<file path="src/rtl/core/assert_macros.svh">
// Assertion macros shared by the RTL of the markup stripping block.
`ifndef ASSERT_MACROS_SVH
`define ASSERT_MACROS_SVH
`ifndef SYNTHESIS
// Check a property on the rising clock edge, switched off while reset is asserted.
`define ASSERT_RST(label, clk, rstn, prop, msg) \
    label: assert property (@(posedge clk) disable iff (!rstn) prop) else $error(msg);
// Check a property on every rising clock edge, reset included.
`define ASSERT_CLK(label, clk, prop, msg) \
    label: assert property (@(posedge clk) prop) else $error(msg);
`else
`define ASSERT_RST(label, clk, rstn, prop, msg)
`define ASSERT_CLK(label, clk, prop, msg)
`endif
`endif

</file>
<file path="src/rtl/core/mse_pkg.sv">
// Types, codes and the entity table of the markup stripping block.
`default_nettype none
package mse_pkg;

    localparam int EntCount  = 5;
    localparam int EntHold   = 5;
    localparam int EntMaxLen = 6;

    typedef logic [7:0]  byte_t;
    typedef logic [2:0]  fill_t;
    typedef logic [2:0]  bidx_t;
    typedef logic [1:0]  kind_t;
    typedef logic [15:0] occ_t;

    // Input item kinds
    localparam kind_t KIND_TEXT       = 2'd0;
    localparam kind_t KIND_CHUNK_END  = 2'd1;
    localparam kind_t KIND_ELEM_START = 2'd2;
    localparam kind_t KIND_ELEM_END   = 2'd3;

    // Characters with a meaning of their own
    localparam byte_t CH_AMP = 8'h26;
    localparam byte_t CH_LT  = 8'h3C;
    localparam byte_t CH_GT  = 8'h3E;
    localparam byte_t CH_NL  = 8'h0A;

    // Entity spellings, padded with zeros past their length
    localparam byte_t EntText [EntCount][EntMaxLen] = '{
        '{"&", "a", "m", "p", ";", 8'h00},
        '{"&", "g", "t", ";", 8'h00, 8'h00},
        '{"&", "l", "t", ";", 8'h00, 8'h00},
        '{"&", "q", "u", "o", "t", ";"},
        '{"&", "n", "b", "s", "p", ";"}
    };
    localparam fill_t EntLen [EntCount]     = '{3'd5, 3'd4, 3'd4, 3'd6, 3'd6};
    localparam byte_t EntDecoded [EntCount] = '{"&", ">", "<", 8'h22, 8'h00};
    localparam logic  EntEmits [EntCount]   = '{1'b1, 1'b1, 1'b1, 1'b1, 1'b0};

    // One candidate result byte from the step unit
    typedef struct packed {
        logic  valid;
        byte_t data;
        logic  last;
    } emit_t;

    // Outcome of matching one byte against the pending entity
    typedef struct packed {
        logic  hit;
        logic  done;
        logic  emits;
        byte_t decoded;
    } ent_res_t;

endpackage
`default_nettype wire

</file>
<file path="src/rtl/core/mse_ent_match.sv">
// Entity matcher: checks whether a byte extends the held entity prefix.
`default_nettype none
module mse_ent_match (
    input  mse_pkg::fill_t    fill,
    input  mse_pkg::byte_t    hold [mse_pkg::EntHold],
    input  mse_pkg::byte_t    c,
    output mse_pkg::ent_res_t res
);
    import mse_pkg::*;

    logic ok;

    // Scan the table from the back so the first matching entry wins
    always_comb begin
        res = '0;
        ok  = 1'b0;
        for (int k = EntCount - 1; k >= 0; k--) begin
            ok = (fill < EntLen[k]);
            for (int p = 0; p < EntHold; p++) begin
                if ((3'(p) < fill) && (EntText[k][p] != hold[p])) begin
                    ok = 1'b0;
                end
            end
            for (int p = 0; p < EntMaxLen; p++) begin
                if ((fill == 3'(p)) && (EntText[k][p] != c)) begin
                    ok = 1'b0;
                end
            end
            if (ok) begin
                res.hit     = 1'b1;
                res.done    = ((4'(fill) + 4'd1) == 4'(EntLen[k]));
                res.emits   = EntEmits[k];
                res.decoded = EntDecoded[k];
            end
        end
    end

endmodule
`default_nettype wire

</file>
<file path="src/rtl/core/mse_seq.sv">
// Sequencer: filter state, entity hold buffer and the replay of failed entities.
`default_nettype none
module mse_seq (
    input  wire              aclk,
    input  wire              aresetn,
    input  wire              s_tvalid,
    output logic             s_tready,
    input  mse_pkg::kind_t   s_kind,
    input  mse_pkg::byte_t   s_byte,
    input  mse_pkg::occ_t    target,
    output mse_pkg::emit_t   emit,
    input  wire              emit_rdy
);
    import mse_pkg::*;

    localparam logic [1:0] S_IDLE   = 2'd0;
    localparam logic [1:0] S_EXEC   = 2'd1;
    localparam logic [1:0] S_REPLAY = 2'd2;

    logic [1:0] state_reg, state_next;
    kind_t      kind_reg, kind_next;
    byte_t      byte_reg, byte_next;
    logic       tag_reg, tag_next;
    logic       sel_reg, sel_next;
    occ_t       count_reg, count_next;
    fill_t      fill_reg, fill_next;
    byte_t      hold_reg [EntHold];
    byte_t      hold_next [EntHold];
    logic       lwn_reg, lwn_next;
    bidx_t      idx_reg, idx_next;

    ent_res_t   ent;
    logic       adv;
    logic       tag_now;
    logic       fin_emits;
    occ_t       count_inc;

    mse_ent_match u_match (
        .fill (fill_reg),
        .hold (hold_reg),
        .c    (byte_reg),
        .res  (ent)
    );

    // The final step after a replay emits unless it opens a tag or an entity
    assign fin_emits = (kind_reg == KIND_CHUNK_END) ||
                       ((byte_reg != CH_LT) && (byte_reg != CH_AMP));
    assign tag_now   = tag_reg | (byte_reg == CH_LT);
    assign count_inc = (count_reg == 16'hFFFF) ? count_reg : count_reg + 16'd1;
    assign s_tready  = (state_reg == S_IDLE);
    // Hold every register while a result waits for the output register
    assign adv       = !emit.valid || emit_rdy;

    // Work out one step of the current item
    always_comb begin
        state_next = state_reg;
        kind_next  = kind_reg;
        byte_next  = byte_reg;
        tag_next   = tag_reg;
        sel_next   = sel_reg;
        count_next = count_reg;
        fill_next  = fill_reg;
        hold_next  = hold_reg;
        lwn_next   = lwn_reg;
        idx_next   = idx_reg;
        emit       = '0;
        case (state_reg)
            S_IDLE: begin
                if (s_tvalid) begin
                    kind_next  = s_kind;
                    byte_next  = s_byte;
                    state_next = S_EXEC;
                end
            end
            S_EXEC: begin
                state_next = S_IDLE;
                case (kind_reg)
                    KIND_TEXT: begin
                        if ((fill_reg != 3'd0) && ent.hit) begin
                            if (ent.done) begin
                                fill_next = 3'd0;
                                if (ent.emits) begin
                                    emit.valid = sel_reg;
                                    emit.data  = ent.decoded;
                                    emit.last  = 1'b1;
                                    lwn_next   = 1'b0;
                                end
                            end else begin
                                hold_next[fill_reg] = byte_reg;
                                fill_next           = fill_reg + 3'd1;
                            end
                        end else if (fill_reg != 3'd0) begin
                            idx_next   = '0;
                            state_next = S_REPLAY;
                        end else begin
                            // Plain byte outside any entity
                            if (!tag_now) begin
                                if (byte_reg == CH_AMP) begin
                                    hold_next[0] = byte_reg;
                                    fill_next    = 3'd1;
                                end else if (!((byte_reg == CH_NL) && lwn_reg)) begin
                                    emit.valid = sel_reg;
                                    emit.data  = byte_reg;
                                    emit.last  = 1'b1;
                                    lwn_next   = (byte_reg == CH_NL);
                                end
                            end
                            tag_next = tag_now && (byte_reg != CH_GT);
                        end
                    end
                    KIND_CHUNK_END: begin
                        if (fill_reg != 3'd0) begin
                            idx_next   = '0;
                            state_next = S_REPLAY;
                        end else begin
                            tag_next   = 1'b0;
                            lwn_next   = 1'b0;
                            emit.valid = sel_reg;
                            emit.data  = CH_NL;
                            emit.last  = 1'b1;
                        end
                    end
                    KIND_ELEM_START: begin
                        count_next = count_inc;
                        if (count_inc == target) begin
                            sel_next = 1'b1;
                        end
                    end
                    default: begin
                        sel_next = 1'b0;
                    end
                endcase
            end
            S_REPLAY: begin
                // Emit the held bytes as text, the ampersand first
                emit.valid = sel_reg;
                emit.data  = (idx_reg == 3'd0) ? CH_AMP : hold_reg[idx_reg];
                emit.last  = (idx_reg == (fill_reg - 3'd1)) && !fin_emits;
                lwn_next   = 1'b0;
                idx_next   = idx_reg + 3'd1;
                if (idx_reg == (fill_reg - 3'd1)) begin
                    fill_next  = 3'd0;
                    state_next = S_EXEC;
                end
            end
            default: begin
                state_next = S_IDLE;
            end
        endcase
    end

    // Control state
    always_ff @(posedge aclk) begin
        if (!aresetn) begin
            state_reg <= S_IDLE;
            tag_reg   <= 1'b0;
            sel_reg   <= 1'b0;
            count_reg <= '0;
            fill_reg  <= '0;
            lwn_reg   <= 1'b0;
        end else if (adv) begin
            state_reg <= state_next;
            tag_reg   <= tag_next;
            sel_reg   <= sel_next;
            count_reg <= count_next;
            fill_reg  <= fill_next;
            lwn_reg   <= lwn_next;
        end
    end

    // Payload: item, hold buffer and replay position
    always_ff @(posedge aclk) begin
        if (adv) begin
            kind_reg <= kind_next;
            byte_reg <= byte_next;
            hold_reg <= hold_next;
            idx_reg  <= idx_next;
        end
    end

endmodule
`default_nettype wire

</file>
<file path="src/rtl/core/markup_strip_entity_decode.sv">
// Top level of the markup stripping and entity decoding block.
// Text bytes, chunk ends and selected element start and end events enter on the
// s_ stream, one item at a time; decoded bytes leave on the m_ stream, with
// m_tlast on the final byte that an item causes. An item that causes no byte
// yields no transfer. An item is first taken into the item registers, then handled
// in the shared step unit, which applies tag, entity, newline and element logic.
// When a text byte or a chunk end abandons a pending entity, the step unit replays
// the held bytes first, one by one (the ampersand and up to four more), then
// takes one more step for the item itself. A byte waits in the output register
// until taken, and the step unit holds while that register is full and not being
// drained. The occurrence register is to be written on the cfg_ channel only while
// the block is idle; the block itself does not enforce this. Reset sets it to one.
// There is no clearing pass after reset.
`default_nettype none
`include "assert_macros.svh"
module markup_strip_entity_decode (
    input  wire         aclk,
    input  wire         aresetn,
    input  wire         s_tvalid,
    output logic        s_tready,
    input  wire  [7:0]  s_tdata,   // data_byte
    input  wire  [1:0]  s_tuser,   // kind
    output logic        m_tvalid,
    input  wire         m_tready,
    output logic [7:0]  m_tdata,   // out_byte
    output logic        m_tlast,   // last
    input  wire         cfg_valid,
    output logic        cfg_ready,
    input  wire  [15:0] cfg_data   // target_occurrence
);
    import mse_pkg::*;

    occ_t  target_reg;
    emit_t emit;
    logic  emit_rdy;
    logic  m_tvalid_reg;
    byte_t m_tdata_reg;
    logic  m_tlast_reg;

    // Occurrence register
    assign cfg_ready = 1'b1;
    always_ff @(posedge aclk) begin
        if (!aresetn) begin
            target_reg <= 16'd1;
        end else if (cfg_valid) begin
            target_reg <= cfg_data;
        end
    end

    mse_seq u_seq (
        .aclk     (aclk),
        .aresetn  (aresetn),
        .s_tvalid (s_tvalid),
        .s_tready (s_tready),
        .s_kind   (s_tuser),
        .s_byte   (s_tdata),
        .target   (target_reg),
        .emit     (emit),
        .emit_rdy (emit_rdy)
    );

    // Output register: load a new item when empty or being drained
    assign emit_rdy = !m_tvalid_reg || m_tready;
    always_ff @(posedge aclk) begin
        if (!aresetn) begin
            m_tvalid_reg <= 1'b0;
        end else if (emit.valid && emit_rdy) begin
            m_tvalid_reg <= 1'b1;
        end else if (m_tready) begin
            m_tvalid_reg <= 1'b0;
        end
    end

    always_ff @(posedge aclk) begin
        if (emit.valid && emit_rdy) begin
            m_tdata_reg <= emit.data;
            m_tlast_reg <= emit.last;
        end
    end

    assign m_tvalid = m_tvalid_reg;
    assign m_tdata  = m_tdata_reg;
    assign m_tlast  = m_tlast_reg;

    `ASSERT_RST(a_no_take_while_busy, aclk, aresetn, emit.valid |-> !s_tready, "item taken while busy")
    `ASSERT_RST(a_emit_lands, aclk, aresetn, (emit.valid && emit_rdy) |=> m_tvalid, "result lost")
    `ASSERT_CLK(a_reset_values, aclk, $past(!aresetn) |-> ((target_reg == 16'd1) && !m_tvalid_reg), "bad reset")

endmodule
`default_nettype wire
</file>
<file path="config.mk">
export PLATFORM = sky130hd
export DESIGN_NAME = markup_strip_entity_decode
export DESIGN_NICKNAME = d
export VERILOG_FILES = /design/src/rtl/core/mse_pkg.sv /design/src/rtl/core/mse_ent_match.sv /design/src/rtl/core/mse_seq.sv /design/src/rtl/core/markup_strip_entity_decode.sv
export VERILOG_INCLUDE_DIRS = /design/src /design/src/rtl/core
export SDC_FILE = /design/constraint.sdc
export NUM_CORES = 1
export LEC_CHECK = 0
export ABC_CLOCK_PERIOD_IN_PS = 4510
export BUFFER_PORTS_ARGS = -buffer_cell sky130_fd_sc_hd__buf_2
export CAP_MARGIN = 20
export CELL_PAD_IN_SITES_DETAIL_PLACEMENT = 1
export CELL_PAD_IN_SITES_GLOBAL_PLACEMENT = 2
export CORE_MARGIN = 3
export CORE_UTILIZATION = 41
export CTS_BUF_LIST = sky130_fd_sc_hd__clkbuf_4
export CTS_CLUSTER_DIAMETER = 120
export DETAILED_ROUTE_END_ITERATION = 10
export PLACE_DENSITY_LB_ADDON = 0.12
export SLEW_MARGIN = 5
export SYNTH_ARGS = -nofsm -noshare
export SYNTH_HDL_FRONTEND = slang
export SYNTH_SLANG_ARGS = --single-unit
</file>
<file path="constraint.sdc">
create_clock -name aclk -period 4.51 [get_ports aclk]
set_input_delay 0.2255 -clock aclk [delete_from_list [all_inputs] [get_ports aclk]]
set_output_delay 0.2255 -clock aclk [all_outputs]
set_load 0.01 [all_outputs]
</file>
Word-level counts from Yosys, hierarchy flattened
Index checks and enable logic that the tools add are counted.
W data, S select, Z words.

storage, ports and cells
  flip-flop bits (word level) = 103
  bits in latches = 0
  RAM bits = 0
  memory bits (read-only) = 0
  bits of input ports = 31
  output and inout bits = 12
  logic and storage cells = 302
  memories = 0

operators by class
  add/subtract/negate cells = 5
  multipliers = 0
  div/mod/pow operators = 0
  magnitude comparators = 11
  eq/ne operators = 74
  shift-type cells = 0
  multiplexer cells = 116
  bitwise logic cells = 5
  reductions and logical operators = 73

operator list
  kind                     number
  $ne A7 B8 Y1 const A     26
  $mux W10                 8
  $mux W1                  66
  $mux W8                  8
  $mux W11                 5
  $logic_and A1 B1 Y1      45
  $bwmux W40               1
  $mux W40                 1
  $ne A6 B8 Y1 const A     5
  $pmux W10 S2             2
  $mux W3                  9
  $bmux W8 S3              1
  $demux W8 S3             1
  $ne A8 B6 Y1 const B     3
  $pmux W3 S2              3
  $add A16 B1 Y16 const B  1
  $eq A16 B16 Y1           1
  $eq A16 B16 Y1 const B   1
  $eq A8 B6 Y1 const B     2
  $mux W16                 1
  $ne A2 B2 Y1 const B     8
  $ne A4 B3 Y1 const B     4
  $reduce_bool A8 Y1       2
  $reduce_and A7 Y1        2
  other kinds (41)         78

Logic depth before layout (Yosys ltp)
Gate-level depths: netlist of the first run.

  word-level depth = 26
  depth in mapped cells = 14
  mapped depth without buffers = 11

Modules after synthesis
A second synthesis of the first run with hierarchy kept.

unflattened totals
  cells, all modules = 652
  area total of the unflattened synthesis = 6394.9 µm²

modules (own cells, without submodules)
  module                      times used  cells each  area an instance (µm²)  seq. area each (µm²)
  mse_seq                     1           456         4593.2                  2072.0
  markup_strip_entity_decode  1           67          938.4                   610.6
  mse_ent_match               1           129         863.3                   0.0

Worst setup path before layout of the first run
OpenSTA, ideal clock, no wires.

  path type = reg2reg
  from = register u_seq.fill_reg[0]
  to = register u_seq.hold_reg[16] (netlist name) (enable)
  library setup time = 0.380 ns
  arrival time = 3.408 ns
  required time = 4.130 ns
  setup slack = 0.722 ns
  cell stages (with the launch flop) = 14
  path buffers = 2
  period minus slack after synthesis = 3.788 ns
  cell sequence = dfxtp_1 -> buf_1 -> inv_1 -> ha_1 -> nand2b_1 -> clkbuf_1 -> a31oi_1 -> nor3_2 -> nand4_2 -> a221oi_4 -> nor2_1 -> and2b_1 -> nand3_2 -> nor4_2

between the ends
  cells in the longest elaborated chain, start to end = 25
  elaborated cells on any way between the ends = 127
  classes of those cells = 1 x add/sub; 8 x order compare; 8 x eq/ne; 65 x mux; 1 x bitwise; 44 x reduce/logical

RTL lines
  item                                             RTL line                            text
  start: declaration                               mse_seq.sv:26                       fill_t fill_reg, fill_next;
  start signal: assignment                         mse_seq.sv:166                      fill_reg <= fill_next;
  $lt A1 B3 Y1                                     mse_ent_match.sv:20                 if ((3'(p) < fill) && (EntText[k][p] != hold[p])) begin
  $logic_and A1 B1 Y1                              mse_ent_match.sv:20
  $mux W1 (5 in a row)                             mse_ent_match.sv:20
  $mux W1 (6 in a row)                             mse_ent_match.sv:25                 if ((fill == 3'(p)) && (EntText[k][p] != c)) begin
  $mux W11 (4 in a row)                            mse_ent_match.sv:29                 if (ok) begin
  $mux W10 or $mux W11 (tied branches)             mse_seq.sv:82, mse_ent_match.sv:29
  $mux W10 or $logic_and A1 B1 Y1 (tied branches)  mse_seq.sv:80, mse_seq.sv:79
  $mux W10                                         mse_seq.sv:79                       if ((fill_reg != 3'd0) && ent.hit) begin
  $pmux W10 S2                                     mse_seq.sv:77                       case (kind_reg)
  $pmux W10 S2                                     mse_seq.sv:67                       case (state_reg)
  $logic_not A1 Y1                                 mse_seq.sv:52                       assign adv = !emit.valid || emit_rdy;
  $logic_or A1 B1 Y1                               mse_seq.sv:52
  $reduce_and A5 Y1 (no line) *                    -
  end signal: assignment                           mse_seq.sv:176                      hold_reg <= hold_next;
  end: declaration                                 mse_seq.sv:27                       byte_t hold_reg [EntHold];

Mark *: on every way between the ends. The rest lies on a longest branch, timed or not.
A chain may end at the register's enable or synchronous reset.

Worst setup path in the final report of the first run
  from = register u_seq.byte_reg[3]
  to = register u_seq.hold_reg[7] (netlist name) (enable)

between the ends
  cells in the longest elaborated chain, start to end = 20
  elaborated cells on any way between the ends = 89
  classes of those cells = 17 x eq/ne; 44 x mux; 2 x bitwise; 26 x reduce/logical

RTL lines
  item                                             RTL line                            text
  start: declaration                               mse_seq.sv:22                       byte_t byte_reg, byte_next;
  start signal: assignment                         mse_seq.sv:175                      byte_reg <= byte_next;
  $ne A6 B8 Y1                                     mse_ent_match.sv:25
  $logic_and A1 B1 Y1                              mse_ent_match.sv:25
  $mux W1 (6 in a row)                             mse_ent_match.sv:25
  $mux W11 (4 in a row)                            mse_ent_match.sv:29
  $mux W10 or $mux W11 (tied branches)             mse_seq.sv:82, mse_ent_match.sv:29
  $mux W10 or $logic_and A1 B1 Y1 (tied branches)  mse_seq.sv:80, mse_seq.sv:79
  $mux W10                                         mse_seq.sv:79
  $pmux W10 S2                                     mse_seq.sv:77
  $pmux W10 S2                                     mse_seq.sv:67
  $logic_not A1 Y1                                 mse_seq.sv:52
  $logic_or A1 B1 Y1                               mse_seq.sv:52
  $reduce_and A5 Y1 (no line) *                    -

Marked as above.

==> metrics.md, run 1 <==
| Metric | Value |
|---|---|
| Post-synth EDFFs | 62 |
| Crit Reg-Reg Startpoint | u_seq.byte_reg[3] |
| Placed cell area | 6480 sq um |
| Post-DP HPWL | 14.2 mm |
| Initial core utilization | 0.430 |
| Met1 Resource Use GR | 0.277 |
| Worst setup path start | u_seq.byte_reg[3] |
| Clk slew on worst S/H paths | 170 ps |
| Overflow after GRT | 0 |
| Htree depth | 3 |
| Crit Path Category | reg -> reg |
| Mapped Area | 6110 sq um |
| Area contributors post-synth | edfxtp_1 30%, dfxtp_1 13%, mux2i_1 4.1%, nor2_1 3.9%, nand2_1 3.2% |
| First-pass GRT wire length | 29.6 mm |
| Cell taking the most area after synthesis | edfxtp_1 |
| Slew headroom | 0.441 |
| Hold Path Class | in -> reg |
| Pins over their slew limit | 0 |
| CTS tree | done |
| Final instance area | 6930 sq um |
| Max Cap Viol | 0 |
| Top cell type's share of synthesized area | 0.305 |
| Crit start category | flop |
| Cell Pwr Density | 251 nW/um^2 |
| CTS buffer count | 9 |
| WL final | 18.6 mm |
| Syn avg cell area | 9.90 sq um |
| Die W | 128 microns |
| Number of flip-flops in the largest register | 40 |
| Setup TNS | 0 ps |
| Met3 usage | 0.0363 |
| Register bit total from synthesis | 103 |
| Row cnt | 43 |
| Register area share after synthesis | 0.439 |
| Overall Power | 0.00174 W |
| Most used DFF post-synth | edfxtp_1 |
| Die area | 16,400 sq um |
| # IOs | 43 |
| Synth Instances | 617 |
| Post-layout min period | 4240 ps |
| VDD IR-drop max | 0.000141 V |
| Maximum root-to-sink buffer count | 2 |
| Worst-path maximum fanout | 14 |
| Reg-to-reg critical path endpoint | u_seq.hold_reg[7] |
| Per-cell routed wire length | 21.5 microns |
| Via count | 5,154 |
| Setup WS pre-CTS | 354 ps |
| Grt peak-use layer | met2 |
| DRC Markers | 0 |
| Share of cells above drive strength 1 | 0.128 |
| Vias in the first global route | 5,480 |
| Initial DRC count | 275 |
| M2 GR Usage | 0.419 |
| Post-synth ARST share | 0 |
| Nets@finish | 722 |
| Root Buffer | clkbuf_4 |
| FILL cells | 1,649 |
| Worst Setup EP | u_seq.hold_reg[7] |
| FF-to-FF path depth | 9 |
| Largest net degree at the start of global routing | 34 |
| Post-Syn Nets | 662 |
| GRT Util Overall | 0.234 |
| Worst Tran Pin Value | 833 ps |
| Final hold violations | 0 |
| Final antenna diode count | 0 |
| Synth cell types | 76 |
| Core area | 14,200 sq um |
| Final Skew | 23.4 ps |
| Setup WS post-layout | 266 ps |
| Setup bufs post-CTS | 0 |
| Clock Sink Count | 103 |
| P_leak | 2.44 nW |
| Clk_lat worst skew | 490 ps |
| Layout area overhead | 13.3% |
| PortBufs | 41 |
| Outcome | finished clean |
| Hold Slack | 52.2 ps |
| Reg-to-reg setup timing slack | 270 ps |
| Yosys warns | 0 |
| Final setup fails | 0 |
| Final period utilization | 0.941 |
| Antenna Nets Post-Route | 0 |
| Gpl congestion | 0.932 |
| Worst EP required | 4640 ps |
| Die height | 128 microns |
| Most common cell after layout, fill and taps aside | nor2_1 |
| RSZ-0062 raised after global routing | no |
| Fmax | 236 MHz |
| Initial antenna violation count | 0 |
| Most frequent cells in the layout | 64 x nor2_1, 62 x edfxtp_1, 52 x nand2_1 |
| Pre-Repair DR Iteration Count | 4 |
| Arrival @ worst endpoint | 4380 ps |
| Crit end category | flop |
| Vias per cell | 5.98 |
## where the power goes
| group | switching [W] | internal [W] | leakage (nW) |
|---|---|---|---|
| clock | 0.000327 | 0.000226 | 0.0860 |
| combinational | 0.0000716 | 0.0000669 | 1.48 |
| sequential | 0.0000300 | 0.00101 | 0.876 |
| total | 0.000429 | 0.00131 | 2.44 |
## how the worst min path moves through the flow
stage                     cells after the start                end  slack, ps        from
after floorplan                               0  u_seq.byte_reg[0]        320  s_tdata[0]
after global placement                        1  u_seq.byte_reg[5]        400  s_tdata[5]
after detailed placement                      1  u_seq.byte_reg[0]        400  s_tdata[0]
after CTS                                     3           m_tvalid          8    m_tready
after global routing                          3           m_tvalid         40    m_tready
final                                         3           m_tvalid         50    m_tready
## cells by family after synthesis
| family | Yosys count | share of synthesized area |
|---|---|---|
| adders and majority gates | 14 | 0.0287 |
| AOI/OAI and AO/OA | 114 | 0.132 |
| buffers and inverters | 48 | 0.0334 |
| other | 1 | 0.000614 |
| muxes | 33 | 0.0704 |
| xor gates and xnor gates | 34 | 0.0487 |
| DFF | 103 | 0.439 |
| and+or+nand+nor | 270 | 0.247 |
## final cells by class
cell class              count  area, sq um  share of cell area
clock inverters             7         93.8              0.0136
flip-flops and latches    103         2680               0.387
clock buffers               9         67.6             0.00976
multi-input cells         466         3220               0.466
well taps                 180          225              0.0325
inverters                  21         78.8              0.0114
repair buffers             76          553              0.0799
## cells in the mapped netlist (all sizes together), types with 15 or more instances
cell type / instances
xnor2: 21
mux2i: 25
inv: 21
a31oi: 16
nor3: 15
dfxtp: 41
a21oi: 22
edfxtp: 62
nand3: 20
o21ai: 19
nor2: 66
nand2: 52
and2: 18
## worst max-delay path, stage by stage (launching register included)
cell	delay, ps
edfxtp_1	710
nor2_1	420
nand3_1	160
a211o_1	360
o41a_1	440
o2111ai_1	270
and2_1	500
and2b_1	260
nand3_2	160
nor2_1	600
## metal layers
layer	share of wire	wire length, microns
met5	0	0
met4	0.032	601
met3	0.042	789
met2	0.51	9550
met1	0.41	7640
## through the flow
| step | util | instances |
|---|---|---|
| finish | 0.488 | 862 |
| global route | 0.488 | 862 |
| CTS | 0.486 | 861 |
| detailed placement | 0.456 | 819 |
| global placement | 0.456 | 819 |
| floorplan | - | 617 |
## what timing repair did
item | 4_1_cts | 5_1_grt
gates resized for setup | 0 | 0
endpoints found under the hold margin | 26 | 0
hold buffers | 26 | 0
No activity file was read; power rests on OpenSTA's default activity.
==> run 2: changes to the inputs <==
CTS_BUF_LIST = sky130_fd_sc_hd__clkbuf_8   (was sky130_fd_sc_hd__clkbuf_4)
SKIP_LAST_GASP = 1   (was not set)
==> run 2 against run 1 <==
  * Routed wire length decreased by 0.42%
  * Sequential share of layout area increased by 0.71 points
  * Clock power increased by 18%
  * Combinational power decreased by 8%
  * Sequential cell count unchanged
  * Critical path type unchanged
==> metrics.md, run 2 (same netlist as run 1, synthesis figures left out) <==
| Metric | Value |
|---|---|
| Outcome | finished clean |
| M2 GR Usage | 0.418 |
| Initial DRC count | 328 |
| Worst EP required | 4530 ps |
| Fmax | 237 MHz |
| Crit start category | flop |
| Grt peak-use layer | met2 |
| Final setup fails | 0 |
| Setup WS pre-CTS | 354 ps |
| P_leak | 2.39 nW |
| Core area | 14,200 sq um |
| Die area | 16,400 sq um |
| Crit end category | flop |
| FILL cells | 1,663 |
| Layout area overhead | 11.3% |
| RSZ-0062 raised after global routing | no |
| Most common cell after layout, fill and taps aside | nor2_1 |
| Maximum root-to-sink buffer count | 2 |
| Cell Pwr Density | 268 nW/um^2 |
| Pre-Repair DR Iteration Count | 5 |
| Via count | 5,092 |
| Per-cell routed wire length | 21.9 microns |
| Vias in the first global route | 5,412 |
| Die height | 128 microns |
| # IOs | 43 |
| Most frequent CP cell | nor2_1 |
| Gpl congestion | 0.932 |
| Slew headroom | 0.441 |
| Die W | 128 microns |
| Critical Path Max Stage Delay | 610 ps |
| Clock Sink Count | 103 |
| Post-DP HPWL | 14.2 mm |
| Post-layout min period | 4210 ps |
| Overflow after GRT | 0 |
| Setup TNS | 0 ps |
| CTS tree | done |
| Crit Path Category | reg -> reg |
| Arrival @ worst endpoint | 4240 ps |
| Vias per cell | 6.03 |
| CP max stage cell | edfxtp_1 |
| Number of flip-flops in the largest register | 40 |
| Placed cell area | 6480 sq um |
| Multi-input gate area | 3220 sq um |
| Most frequent cells in the layout | 64 x nor2_1, 62 x edfxtp_1, 52 x nand2_1 |
| CTS buffer count | 9 |
| First-pass GRT wire length | 29.6 mm |
| Seq. cell area | 2680 sq um |
| WL final | 18.5 mm |
| PortBufs | 41 |
| Worst-path maximum fanout | 14 |
| Nets@finish | 704 |
| Max Cap Viol | 0 |
| Clk slew on worst S/H paths | 90 ps |
| GRT Util Overall | 0.233 |
| VDD IR-drop max | 0.000146 V |
| Share of cells above drive strength 1 | 0.131 |
| Setup WS post-layout | 296 ps |
| Post-CTS sizing | 0 |
| Hold Path Class | in -> reg |
| Row cnt | 43 |
| Clk_lat worst skew | 390 ps |
| Hold Slack | 23.2 ps |
| Final instance area | 6800 sq um |
| Pins over their slew limit | 0 |
| Met3 usage | 0.0329 |
| Final Skew | 18.7 ps |
| Final antenna diode count | 0 |
| Initial antenna violation count | 0 |
| Final period utilization | 0.934 |
| DRC Markers | 0 |
| Worst Tran Pin Value | 832 ps |
| Met1 Resource Use GR | 0.280 |
| Antenna Nets Post-Route | 0 |
| Initial core utilization | 0.430 |
| Htree depth | 3 |
| Root Buffer | clkbuf_8 |
| Final hold violations | 0 |
| Worst path cell trace | nor2_1 -> nand3_1 -> a211o_1 -> o41a_1 -> o2111ai_1 -> and2_1 -> and2b_1 -> nand3_2 -> nor2_1 |
| Largest net degree at the start of global routing | 34 |
-- run 2: changes by cell type in the layout (fill, tap and decap cells not counted), sizes merged --
cell,previous run,this run
dlygate4sd3,26,8
-- run 2: metal layers --
metal | share of wire | routed length, microns
met3 | 0.038 | 698
met5 | 0 | 0
met1 | 0.42 | 7780
met2 | 0.51 | 9460
met4 | 0.030 | 556
-- run 2: cell type report --
type                    count  share of cell area
clock buffers               9              0.0182
clock inverters             7              0.0138
inverters                  21              0.0116
multi-input cells         466               0.474
flip-flops and latches    103               0.394
well taps                 180              0.0331
repair buffers             58              0.0548
-- run 2: metrics by stage --
step,utilization,instances,total power (W)
2_1_floorplan,-,617,0.00113
3_3_place_gp,0.456,819,0.00118
3_5_place_dp,0.456,819,0.00118
4_1_cts,0.477,843,0.00184
5_1_grt,0.479,844,0.00190
6_report,0.479,844,0.00182
-- run 2: timing repair --
item                      in CTS  in global routing
buffers inserted               0                  0
hold endpoints to repair       8                  0
hold buffers                   8                  0
-- run 2: where the power goes --
| group | total (W) | switching [W] | internal (W) |
|---|---|---|---|
| logic | 0.000127 | 0.0000700 | 0.0000568 |
| registers | 0.00104 | 0.0000298 | 0.00101 |
| clock network | 0.000654 | 0.000340 | 0.000314 |
-- run 2: worst paths after layout --
check / end / cells past startpoint / slack [ps] / start
worst max register to register: u_seq.hold_reg[7] / 9 / 300 / u_seq.byte_reg[0]
worst min register to register: u_seq.lwn_reg / 2 / 470 / u_seq.lwn_reg
worst min-delay path: u_seq.kind_reg[0] / 1 / 20 / s_tuser[0]
worst max-delay path: u_seq.hold_reg[7] / 9 / 300 / u_seq.byte_reg[0]
-- run 2: critical path: cells and delay by family (launching register included) --
kind | cells | cell delay, ps
simple gates | 6 | 2170
compound gates | 3 | 1070
flops | 1 | 610
